### src/hw/rtl/wasc_pkg.sv
// Shared types, register map and constants for the wheel anti-slip correction block.
package wasc_pkg;

  typedef struct packed {
    logic signed [15:0] target_speed;
    logic signed [15:0] measured_speed;
    logic signed [15:0] phase_current;
    logic               meas_fresh;
  } request_t;

  typedef struct packed {
    logic signed [15:0] corrected_speed;
    logic               stall_relief_applied;
  } result_t;

  typedef enum logic [1:0] {
    MODE_OFF   = 2'd0,
    MODE_CLAMP = 2'd1,
    MODE_PROP  = 2'd2,
    MODE_STALL = 2'd3
  } mode_t;

  localparam int unsigned ADDR_W = 5;

  // register index, taken from paddr[4:2]
  localparam logic [2:0] REG_MODE          = 3'd0;
  localparam logic [2:0] REG_SLIP_LIMIT    = 3'd1;
  localparam logic [2:0] REG_GAIN          = 3'd2;
  localparam logic [2:0] REG_CAP_FRACTION  = 3'd3;
  localparam logic [2:0] REG_STALL_CURRENT = 3'd4;
  localparam logic [2:0] REG_RELIEF_FACTOR = 3'd5;

  localparam mode_t       MODE_RESET          = MODE_PROP;
  localparam logic [15:0] SLIP_LIMIT_RESET    = 16'd1229;
  localparam logic [15:0] GAIN_RESET          = 16'd6554;
  localparam logic [15:0] CAP_FRACTION_RESET  = 16'd8192;
  localparam logic [14:0] STALL_CURRENT_RESET = 15'd3000;
  localparam logic [15:0] RELIEF_FACTOR_RESET = 16'd32768;

  localparam logic [16:0] SAT_POS_MAG = 17'd32767;
  localparam logic [16:0] SAT_NEG_MAG = 17'd32768;

endpackage

### src/hw/rtl/wheel_anti_slip_correction_top.sv
// Wheel anti-slip correction: six-stage pipelined datapath with APB register port.
//
// Usage:
//   Request channel: drive request and pulse start; a request is taken at each
//   rising edge where start is high and busy is low. busy stays low, so a new
//   request may be issued every cycle.
//   Result channel: done is high for exactly one cycle with result valid; the
//   receiver must take it then. Results leave in request order.
//   A taken request reaches its result through six register stages.
//   Throughput: one request per cycle.
//   Latency is set by the pipeline depth only; no stage has more than one
//   16x16 or 17x16 multiply or one wide compare in series.
//   Registers: APB port, register i at byte address 4*i, pready always high.
//   Write registers only when no request is in flight.
//   Reset (rst, synchronous): pipeline emptied, registers return to defaults
//   (mode proportional, slip_limit 1229, gain 6554, cap_fraction 8192,
//   stall_current 3000, relief_factor 32768).
//   The receiver cannot stall, so nothing is ever held back or dropped.
module wheel_anti_slip_correction_top (
  input  logic                      clk,
  input  logic                      rst,
  input  logic                      start,
  output logic                      busy,
  input  wasc_pkg::request_t        request,
  output logic                      done,
  output wasc_pkg::result_t         result,
  input  logic                      psel,
  input  logic                      penable,
  input  logic                      pwrite,
  input  logic [wasc_pkg::ADDR_W-1:0] paddr,
  input  logic [31:0]               pwdata,
  output logic [31:0]               prdata,
  output logic                      pready
);

  typedef struct packed {
    logic               valid;
    logic               active;
    logic signed [15:0] t;
    logic               d_neg;
    logic               d_pos;
    logic               cur_high;
    logic [15:0]        dmag;
    logic [15:0]        at;
    logic [15:0]        denom;
  } s1_t;

  typedef struct packed {
    logic               valid;
    logic               active;
    logic signed [15:0] t;
    logic               d_neg;
    logic               d_pos;
    logic               cur_high;
    logic [27:0]        lhs;
    logic [31:0]        rhs;
    logic [17:0]        cap;
    logic [15:0]        pm;
  } s2_t;

  typedef struct packed {
    logic        valid;
    logic        stalled;
    logic [17:0] res;
  } s3_t;

  typedef struct packed {
    logic        valid;
    logic        stalled;
    logic        neg;
    logic [16:0] mag;
  } s4_t;

  // configuration registers
  wasc_pkg::mode_t mode;
  logic [15:0] slip_limit;
  logic [15:0] gain;
  logic [15:0] cap_fraction;
  logic [14:0] stall_current;
  logic [15:0] relief_factor;

  logic [2:0] reg_index;
  logic       reg_write;

  logic                s0_valid;
  wasc_pkg::request_t  s0_req;
  s1_t s1, s1_next;
  s2_t s2, s2_next;
  s3_t s3, s3_next;
  s4_t s4, s4_next;
  wasc_pkg::result_t   result_next;

  assign busy   = 1'b0;
  assign pready = 1'b1;
  assign reg_index = paddr[4:2];
  assign reg_write = psel && penable && pwrite;

  always_ff @(posedge clk) begin
    if (rst) begin
      mode          <= wasc_pkg::MODE_RESET;
      slip_limit    <= wasc_pkg::SLIP_LIMIT_RESET;
      gain          <= wasc_pkg::GAIN_RESET;
      cap_fraction  <= wasc_pkg::CAP_FRACTION_RESET;
      stall_current <= wasc_pkg::STALL_CURRENT_RESET;
      relief_factor <= wasc_pkg::RELIEF_FACTOR_RESET;
    end else if (reg_write) begin
      case (reg_index)
        wasc_pkg::REG_MODE:          mode          <= wasc_pkg::mode_t'(pwdata[1:0]);
        wasc_pkg::REG_SLIP_LIMIT:    slip_limit    <= pwdata[15:0];
        wasc_pkg::REG_GAIN:          gain          <= pwdata[15:0];
        wasc_pkg::REG_CAP_FRACTION:  cap_fraction  <= pwdata[15:0];
        wasc_pkg::REG_STALL_CURRENT: stall_current <= pwdata[14:0];
        wasc_pkg::REG_RELIEF_FACTOR: relief_factor <= pwdata[15:0];
        default: ;
      endcase
    end
  end

  always_comb begin
    case (reg_index)
      wasc_pkg::REG_MODE:          prdata = {30'd0, mode};
      wasc_pkg::REG_SLIP_LIMIT:    prdata = {16'd0, slip_limit};
      wasc_pkg::REG_GAIN:          prdata = {16'd0, gain};
      wasc_pkg::REG_CAP_FRACTION:  prdata = {16'd0, cap_fraction};
      wasc_pkg::REG_STALL_CURRENT: prdata = {17'd0, stall_current};
      wasc_pkg::REG_RELIEF_FACTOR: prdata = {16'd0, relief_factor};
      default:                     prdata = 32'd0;
    endcase
  end

  // stage 1: difference, magnitudes, current check
  logic [16:0] s1_d;
  logic [16:0] s1_dabs;
  logic [16:0] s1_tabs;
  logic [16:0] s1_cabs;
  always_comb begin
    s1_d    = {s0_req.measured_speed[15], s0_req.measured_speed}
            - {s0_req.target_speed[15], s0_req.target_speed};
    s1_dabs = s1_d[16] ? (~s1_d + 17'd1) : s1_d;
    s1_tabs = s0_req.target_speed[15]
            ? (~{1'b1, s0_req.target_speed} + 17'd1)
            : {1'b0, s0_req.target_speed};
    s1_cabs = s0_req.phase_current[15]
            ? (~{1'b1, s0_req.phase_current} + 17'd1)
            : {1'b0, s0_req.phase_current};
    s1_next.valid    = s0_valid;
    s1_next.active   = (mode != wasc_pkg::MODE_OFF) && s0_req.meas_fresh;
    s1_next.t        = s0_req.target_speed;
    s1_next.d_neg    = s1_d[16];
    s1_next.d_pos    = !s1_d[16] && (s1_d != 17'd0);
    s1_next.cur_high = s1_cabs > {2'b00, stall_current};
    s1_next.dmag     = s1_dabs[15:0];
    s1_next.at       = s1_tabs[15:0];
    s1_next.denom    = (s1_tabs == 17'd0) ? 16'd1 : s1_tabs[15:0];
  end

  // stage 2: threshold, cap and proportional products
  logic [31:0] s2_cap_prod;
  logic [31:0] s2_p_prod;
  always_comb begin
    s2_cap_prod      = cap_fraction * s1.at;
    s2_p_prod        = gain * s1.dmag;
    s2_next.valid    = s1.valid;
    s2_next.active   = s1.active;
    s2_next.t        = s1.t;
    s2_next.d_neg    = s1.d_neg;
    s2_next.d_pos    = s1.d_pos;
    s2_next.cur_high = s1.cur_high;
    s2_next.lhs      = {s1.dmag, 12'd0};
    s2_next.rhs      = slip_limit * s1.denom;
    s2_next.cap      = s2_cap_prod[31:14];
    s2_next.pm       = s2_p_prod[31:16];
  end

  // stage 3: tolerance test, capped correction
  logic        s3_apply;
  logic [15:0] s3_lim;
  logic [17:0] s3_t18;
  always_comb begin
    s3_apply = s2.active && ({4'd0, s2.lhs} >= s2.rhs);
    s3_lim   = ({2'b00, s2.pm} < s2.cap) ? s2.pm : s2.cap[15:0];
    s3_t18   = {{2{s2.t[15]}}, s2.t};
    s3_next.valid   = s2.valid;
    s3_next.res     = s3_t18;
    s3_next.stalled = s3_apply && (mode == wasc_pkg::MODE_STALL)
                    && s2.cur_high && s2.d_neg;
    if (s3_apply) begin
      // clamp mode only backs off free-spin; proportional pulls both ways
      if (s2.d_pos) begin
        s3_next.res = s3_t18 - {2'b00, s3_lim};
      end else if (s2.d_neg && (mode != wasc_pkg::MODE_CLAMP)) begin
        s3_next.res = s3_t18 + {2'b00, s3_lim};
      end
    end
  end

  // stage 4: stall relief scaling on the magnitude
  logic [17:0] s4_abs;
  logic [32:0] s4_prod;
  always_comb begin
    s4_abs          = s3.res[17] ? (~s3.res + 18'd1) : s3.res;
    s4_prod         = s4_abs[16:0] * relief_factor;
    s4_next.valid   = s3.valid;
    s4_next.stalled = s3.stalled;
    s4_next.neg     = s3.res[17];
    s4_next.mag     = s3.stalled ? s4_prod[32:16] : s4_abs[16:0];
  end

  // stage 5: sign restore and saturation
  logic [16:0] out_mag;
  always_comb begin
    if (s4.neg) begin
      out_mag = (s4.mag > wasc_pkg::SAT_NEG_MAG) ? wasc_pkg::SAT_NEG_MAG : s4.mag;
      result_next.corrected_speed = 16'(~out_mag + 17'd1);
    end else begin
      out_mag = (s4.mag > wasc_pkg::SAT_POS_MAG) ? wasc_pkg::SAT_POS_MAG : s4.mag;
      result_next.corrected_speed = out_mag[15:0];
    end
    result_next.stall_relief_applied = s4.stalled;
  end

  always_ff @(posedge clk) begin
    if (rst) begin
      s0_valid <= 1'b0;
      s1       <= '0;
      s2       <= '0;
      s3       <= '0;
      s4       <= '0;
      done     <= 1'b0;
    end else begin
      s0_valid <= start && !busy;
      s1       <= s1_next;
      s2       <= s2_next;
      s3       <= s3_next;
      s4       <= s4_next;
      done     <= s4.valid;
    end
  end

  always_ff @(posedge clk) begin
    s0_req <= request;
    result <= result_next;
  end

  a_latency: assert property (@(posedge clk) disable iff (rst)
    (start && !busy) |-> ##6 done)
    else $error("request did not produce a result six cycles later");

  a_no_orphan: assert property (@(posedge clk) disable iff (rst)
    done |-> $past(start && !busy, 6))
    else $error("result strobe without a matching request");

  a_stall_cause: assert property (@(posedge clk) disable iff (rst)
    (done && result.stall_relief_applied) |-> $past(s2.d_neg && s2.cur_high, 3))
    else $error("stall relief flagged without negative slip and high current");

  a_stall_mag: assert property (@(posedge clk) disable iff (rst)
    (s4.valid && s4.stalled) |-> (s4.mag <= $past(s4_abs[16:0])))
    else $error("stall relief increased the command magnitude");

endmodule

### config.mk
export PLATFORM = sky130hd
export DESIGN_NAME = wheel_anti_slip_correction_top
export DESIGN_NICKNAME = d
export VERILOG_FILES = /design/src/hw/rtl/wasc_pkg.sv /design/src/hw/rtl/wheel_anti_slip_correction_top.sv
export SDC_FILE = /design/constraint.sdc
export NUM_CORES = 2
export LEC_CHECK = 0
export BUFFER_PORTS_ARGS = -buffer_cell sky130_fd_sc_hd__buf_4
export CAP_MARGIN = 10
export CORE_MARGIN = 8
export CORE_UTILIZATION = 45
export CTS_CLUSTER_SIZE = 8
export DETAILED_ROUTE_END_ITERATION = 6
export SETUP_SLACK_MARGIN = 0.2
export SLEW_MARGIN = 20
export SYNTH_ARGS = -nofsm -noshare
export SYNTH_HDL_FRONTEND = slang
export SYNTH_SLANG_ARGS = --single-unit
### constraint.sdc
create_clock -name clk -period 8.2 [get_ports clk]
set_input_delay 1.23 -clock clk [delete_from_list [all_inputs] [get_ports clk]]
set_output_delay 1.23 -clock clk [all_outputs]
set_load 0.005 [all_outputs]
==> flow_metrics.py <==
metrics = {
    "run_status": {
        "status": "finished, final reports clean",
    },
    "pwr": {
        "ir_drop_mv": 0.248,
        "p_leak_nw": 26.0,
        "power_mw": 9.24,
        "p_per_area_nw_per_um2": 172,
    },
    "logic_synthesis": {
        "synthArstFlopShare_pct": 0,
        "syn_inst": 5729,
        "synth_edf_count": 0,
        "synth_cell_types": 80,
        "syn_area_um2": 49700,
        "ys_warn_count": 0,
        "synth_area_per_cell_um2": 8.67,
        "synth-seq-area-share_pct": 14.5,
        "ys_seq_elements": 360,
        "yosys_most_used_dff": "dfxtp_1",
    },
    "critical_path": {
        "startpoint_type": "flip-flop",
        "arrival_ns": 8.26,
        "r2r_cells": 27,
        "crit_fanout": 5,
        "slowest_stage": "fa_1",
        "crit_top_cell": "fa_1",
        "crit_family": "adder cells",
        "crit_type": "reg -> reg",
        "endpoint_kind": "flip-flop",
        "critPathBufInv": 4,
        "max_stage_delay_ns": 0.56,
        "path_depth": 27,
        "cp_data_required_time_ns": 8.72,
    },
    "timing": {
        "rsz0062_at_grt": "true",
        "tightest_slew_ns": 1.16,
        "relSlewSlack_pct": 22.4,
        "setup_viol": 0,
        "fin_worst_skew_ns": 0.0452,
        "fmax_ghz": 0.129,
        "min_period_over_period_pct": 94.5,
        "worst_slack_ns": 0.453,
        "fin_tns_setup_ns": 0,
        "finalMaxSlewViolations": 0,
        "hold_slack_ns": 0.328,
        "hold_viol": 0,
        "period_minus_slack_ns": 7.75,
    },
    "floorplan": {
        "io_pins": 144,
        "fp.dieW_um": 348,
        "dieArea_um2": 121000,
        "initial_core_util_pct": 45.1,
        "rows": 122,
        "coreArea_um2": 110000,
        "die_y_um": 348,
    },
    "grt": {
        "grt.overflow.total": 0,
        "grt_max_degree": 151,
        "grt_pass1_vias": 40100,
        "grt_pass1_wl_um": 226000,
        "track_usage_pct": 23.4,
        "antenna_found_initial": 4,
    },
    "routing": {
        "drt-total-wl_um": 141000,
        "drcViolationCount": 0,
        "drtIter0Drc": 2732,
        "ant_nets": 0,
        "dr.pass1.iters": 5,
        "post_drt_via_cell_ratio": 5.36,
        "num_vias": 38800,
        "wl_per_cell_um": 19.5,
    },
    "clock_network": {
        "root_buffer": "clkbuf_16",
        "clk_pin_slew_ns": 0.05,
        "htree_levels": 2,
        "clockBufferDepth": 3,
        "cts.sink_count": 360,
        "clock_latency_ns": 0.62,
        "cts_buffers": 53,
        "cts_tree": "yes",
    },
    "layout": {
        "nFillCells": 10600,
        "diodes": 0,
        "syn2layout_area_growth_pct": 8.17,
        "layout_commonest_cell": "inv_1",
        "fin_nets": 7117,
        "seqCellArea_um2": 7210,
        "layout-drive-gt1-share_pct": 6.03,
        "final_cell_mix": "inv_1, nand2_1, fa_1",
        "multi_input_area_um2": 37700,
    },
    "min_path": {
        "worst_hold_path_type": "reg -> reg",
        "whs_path_depth": 0,
    },
    "flow_run": {
        "drv_cap": 0,
    },
    "place": {
        "place_ws_ns": 0.177,
        "place.gp.congestion": 0.912,
        "dpl.hpwl_um": 111000,
        "port-buffer-count": 107,
    },
}
==> registers in the layout, indices dropped and copies added (netlist names) <==
register and flops:
cap_fraction 16, done 1, gain 16, mode 2, relief_factor 16, result 17, result_next 1, s0_req 49
s0_valid 1, s1 68, s2 103, s3 20, s4 19, slip_limit 16, stall_current 15
==> final timing paths <==
path               end            from  slack, ns
max reg2reg     s4[15]           s3[5]       0.45
min          result[0]  result_next[0]       0.33
max             s4[15]           s3[5]       0.45
min reg2reg  result[0]  result_next[0]       0.33
==> worst register-to-register path: stages, from the launching register on <==
cell and delay, ns:
dfxtp_1 0.31, or4_4 0.55, nor3_2 0.14, nand2b_1 0.12
or4_1 0.48, o41ai_2 0.28, xnor2_1 0.21, nand2_1 0.12
fa_1 0.54, fa_1 0.56, inv_1 0.06, fa_1 0.48
fa_1 0.50, fa_1 0.49, inv_1 0.05, fa_1 0.47
inv_1 0.04, ha_1 0.34, and3_1 0.19, o21ai_0 0.08
nand2_1 0.12, and3_1 0.21, a211oi_4 0.10, a211oi_4 0.34
a311oi_2 0.16, buf_4 0.16, or4_1 0.49, o311ai_1 0.08
==> cells in the mapped netlist (all sizes together) (29+ instances only) <==
cell type	instances	area share, %
nand2	903	6.8
o31ai	30	0.45
nand3	47	0.47
o211ai	52	0.79
ha	509	13
buf	30	0.39
o21a	33	0.50
a21oi	201	2.0
a211oi	31	0.53
fa	790	32
nand2b	29	0.37
a21o	72	1.1
nand4	29	0.37
o21ai	102	1.0
nor2	226	1.7
xnor2	92	1.6
xor2	39	0.69
clkbuf	261	2.0
nor3	56	0.56
and2	419	5.3
dfxtp	360	15
nor2b	74	0.93
inv	1011	7.6
==> area by class of cell <==
type / instances / area share [%]
timing repair buffer: 217 / 3.11
inverter: 1013 / 7.08
sequential: 360 / 13.4
tap: 1488 / 3.47
clock buffer: 62 / 2.68
clock inverter: 5 / 0.142
multi-input combinational: 4081 / 70.1
==> cell families (layout without fill, tap and decap cells) <==
group | Yosys count | in the layout | synth area share, %
compound gates | 710 | 710 | 9.63
other cells | 2 | 18 | 0.0151
xor+xnor | 131 | 131 | 2.31
simple gates | 1883 | 1883 | 17.9
fa+ha+maj | 1299 | 1299 | 44.7
flops | 360 | 360 | 14.5
mux | 40 | 40 | 0.900
buf+inv | 1304 | 1297 | 10.0
==> power breakdown <==
part / internal (mW) / total (mW) / switching [mW] / leakage [nW]
Combinational: 2.07 / 5.04 / 2.96 / 22.3
Sequential: 1.92 / 2.16 / 0.245 / 2.96
Clock: 1.24 / 2.04 / 0.798 / 0.750
==> stage by stage <==
stage | instances | area [um^2] | util, %
6_report | 7226 | 53700 | 48.8
5_1_grt | 7226 | 53700 | 48.8
4_1_cts | 7219 | 53500 | 48.6
3_5_place_dp | 7152 | 52000 | 47.3
3_3_place_gp | 7152 | 52000 | 47.3
2_1_floorplan | 5745 | 49700 | -
==> metal layers <==
layer	global-route usage, %	wire length [um]	vias up
li1	-	-	17800
met1	31.7	62100	19400
met2	38.3	64800	1233
met3	3.61	9140	235
met4	7.62	4950	0
met5	0	0	-
==> repair_timing <==
action / 4_1_cts / 5_1_grt
setup buffers: 0 / 7
gates resized for setup: 3 / 17
hold buffers: 0 / 0
pin swaps: 0 / 7
setup endpoints to repair: 1 / 8
gates cloned: 0 / 0
No activity file was read; power rests on OpenSTA's default activity.
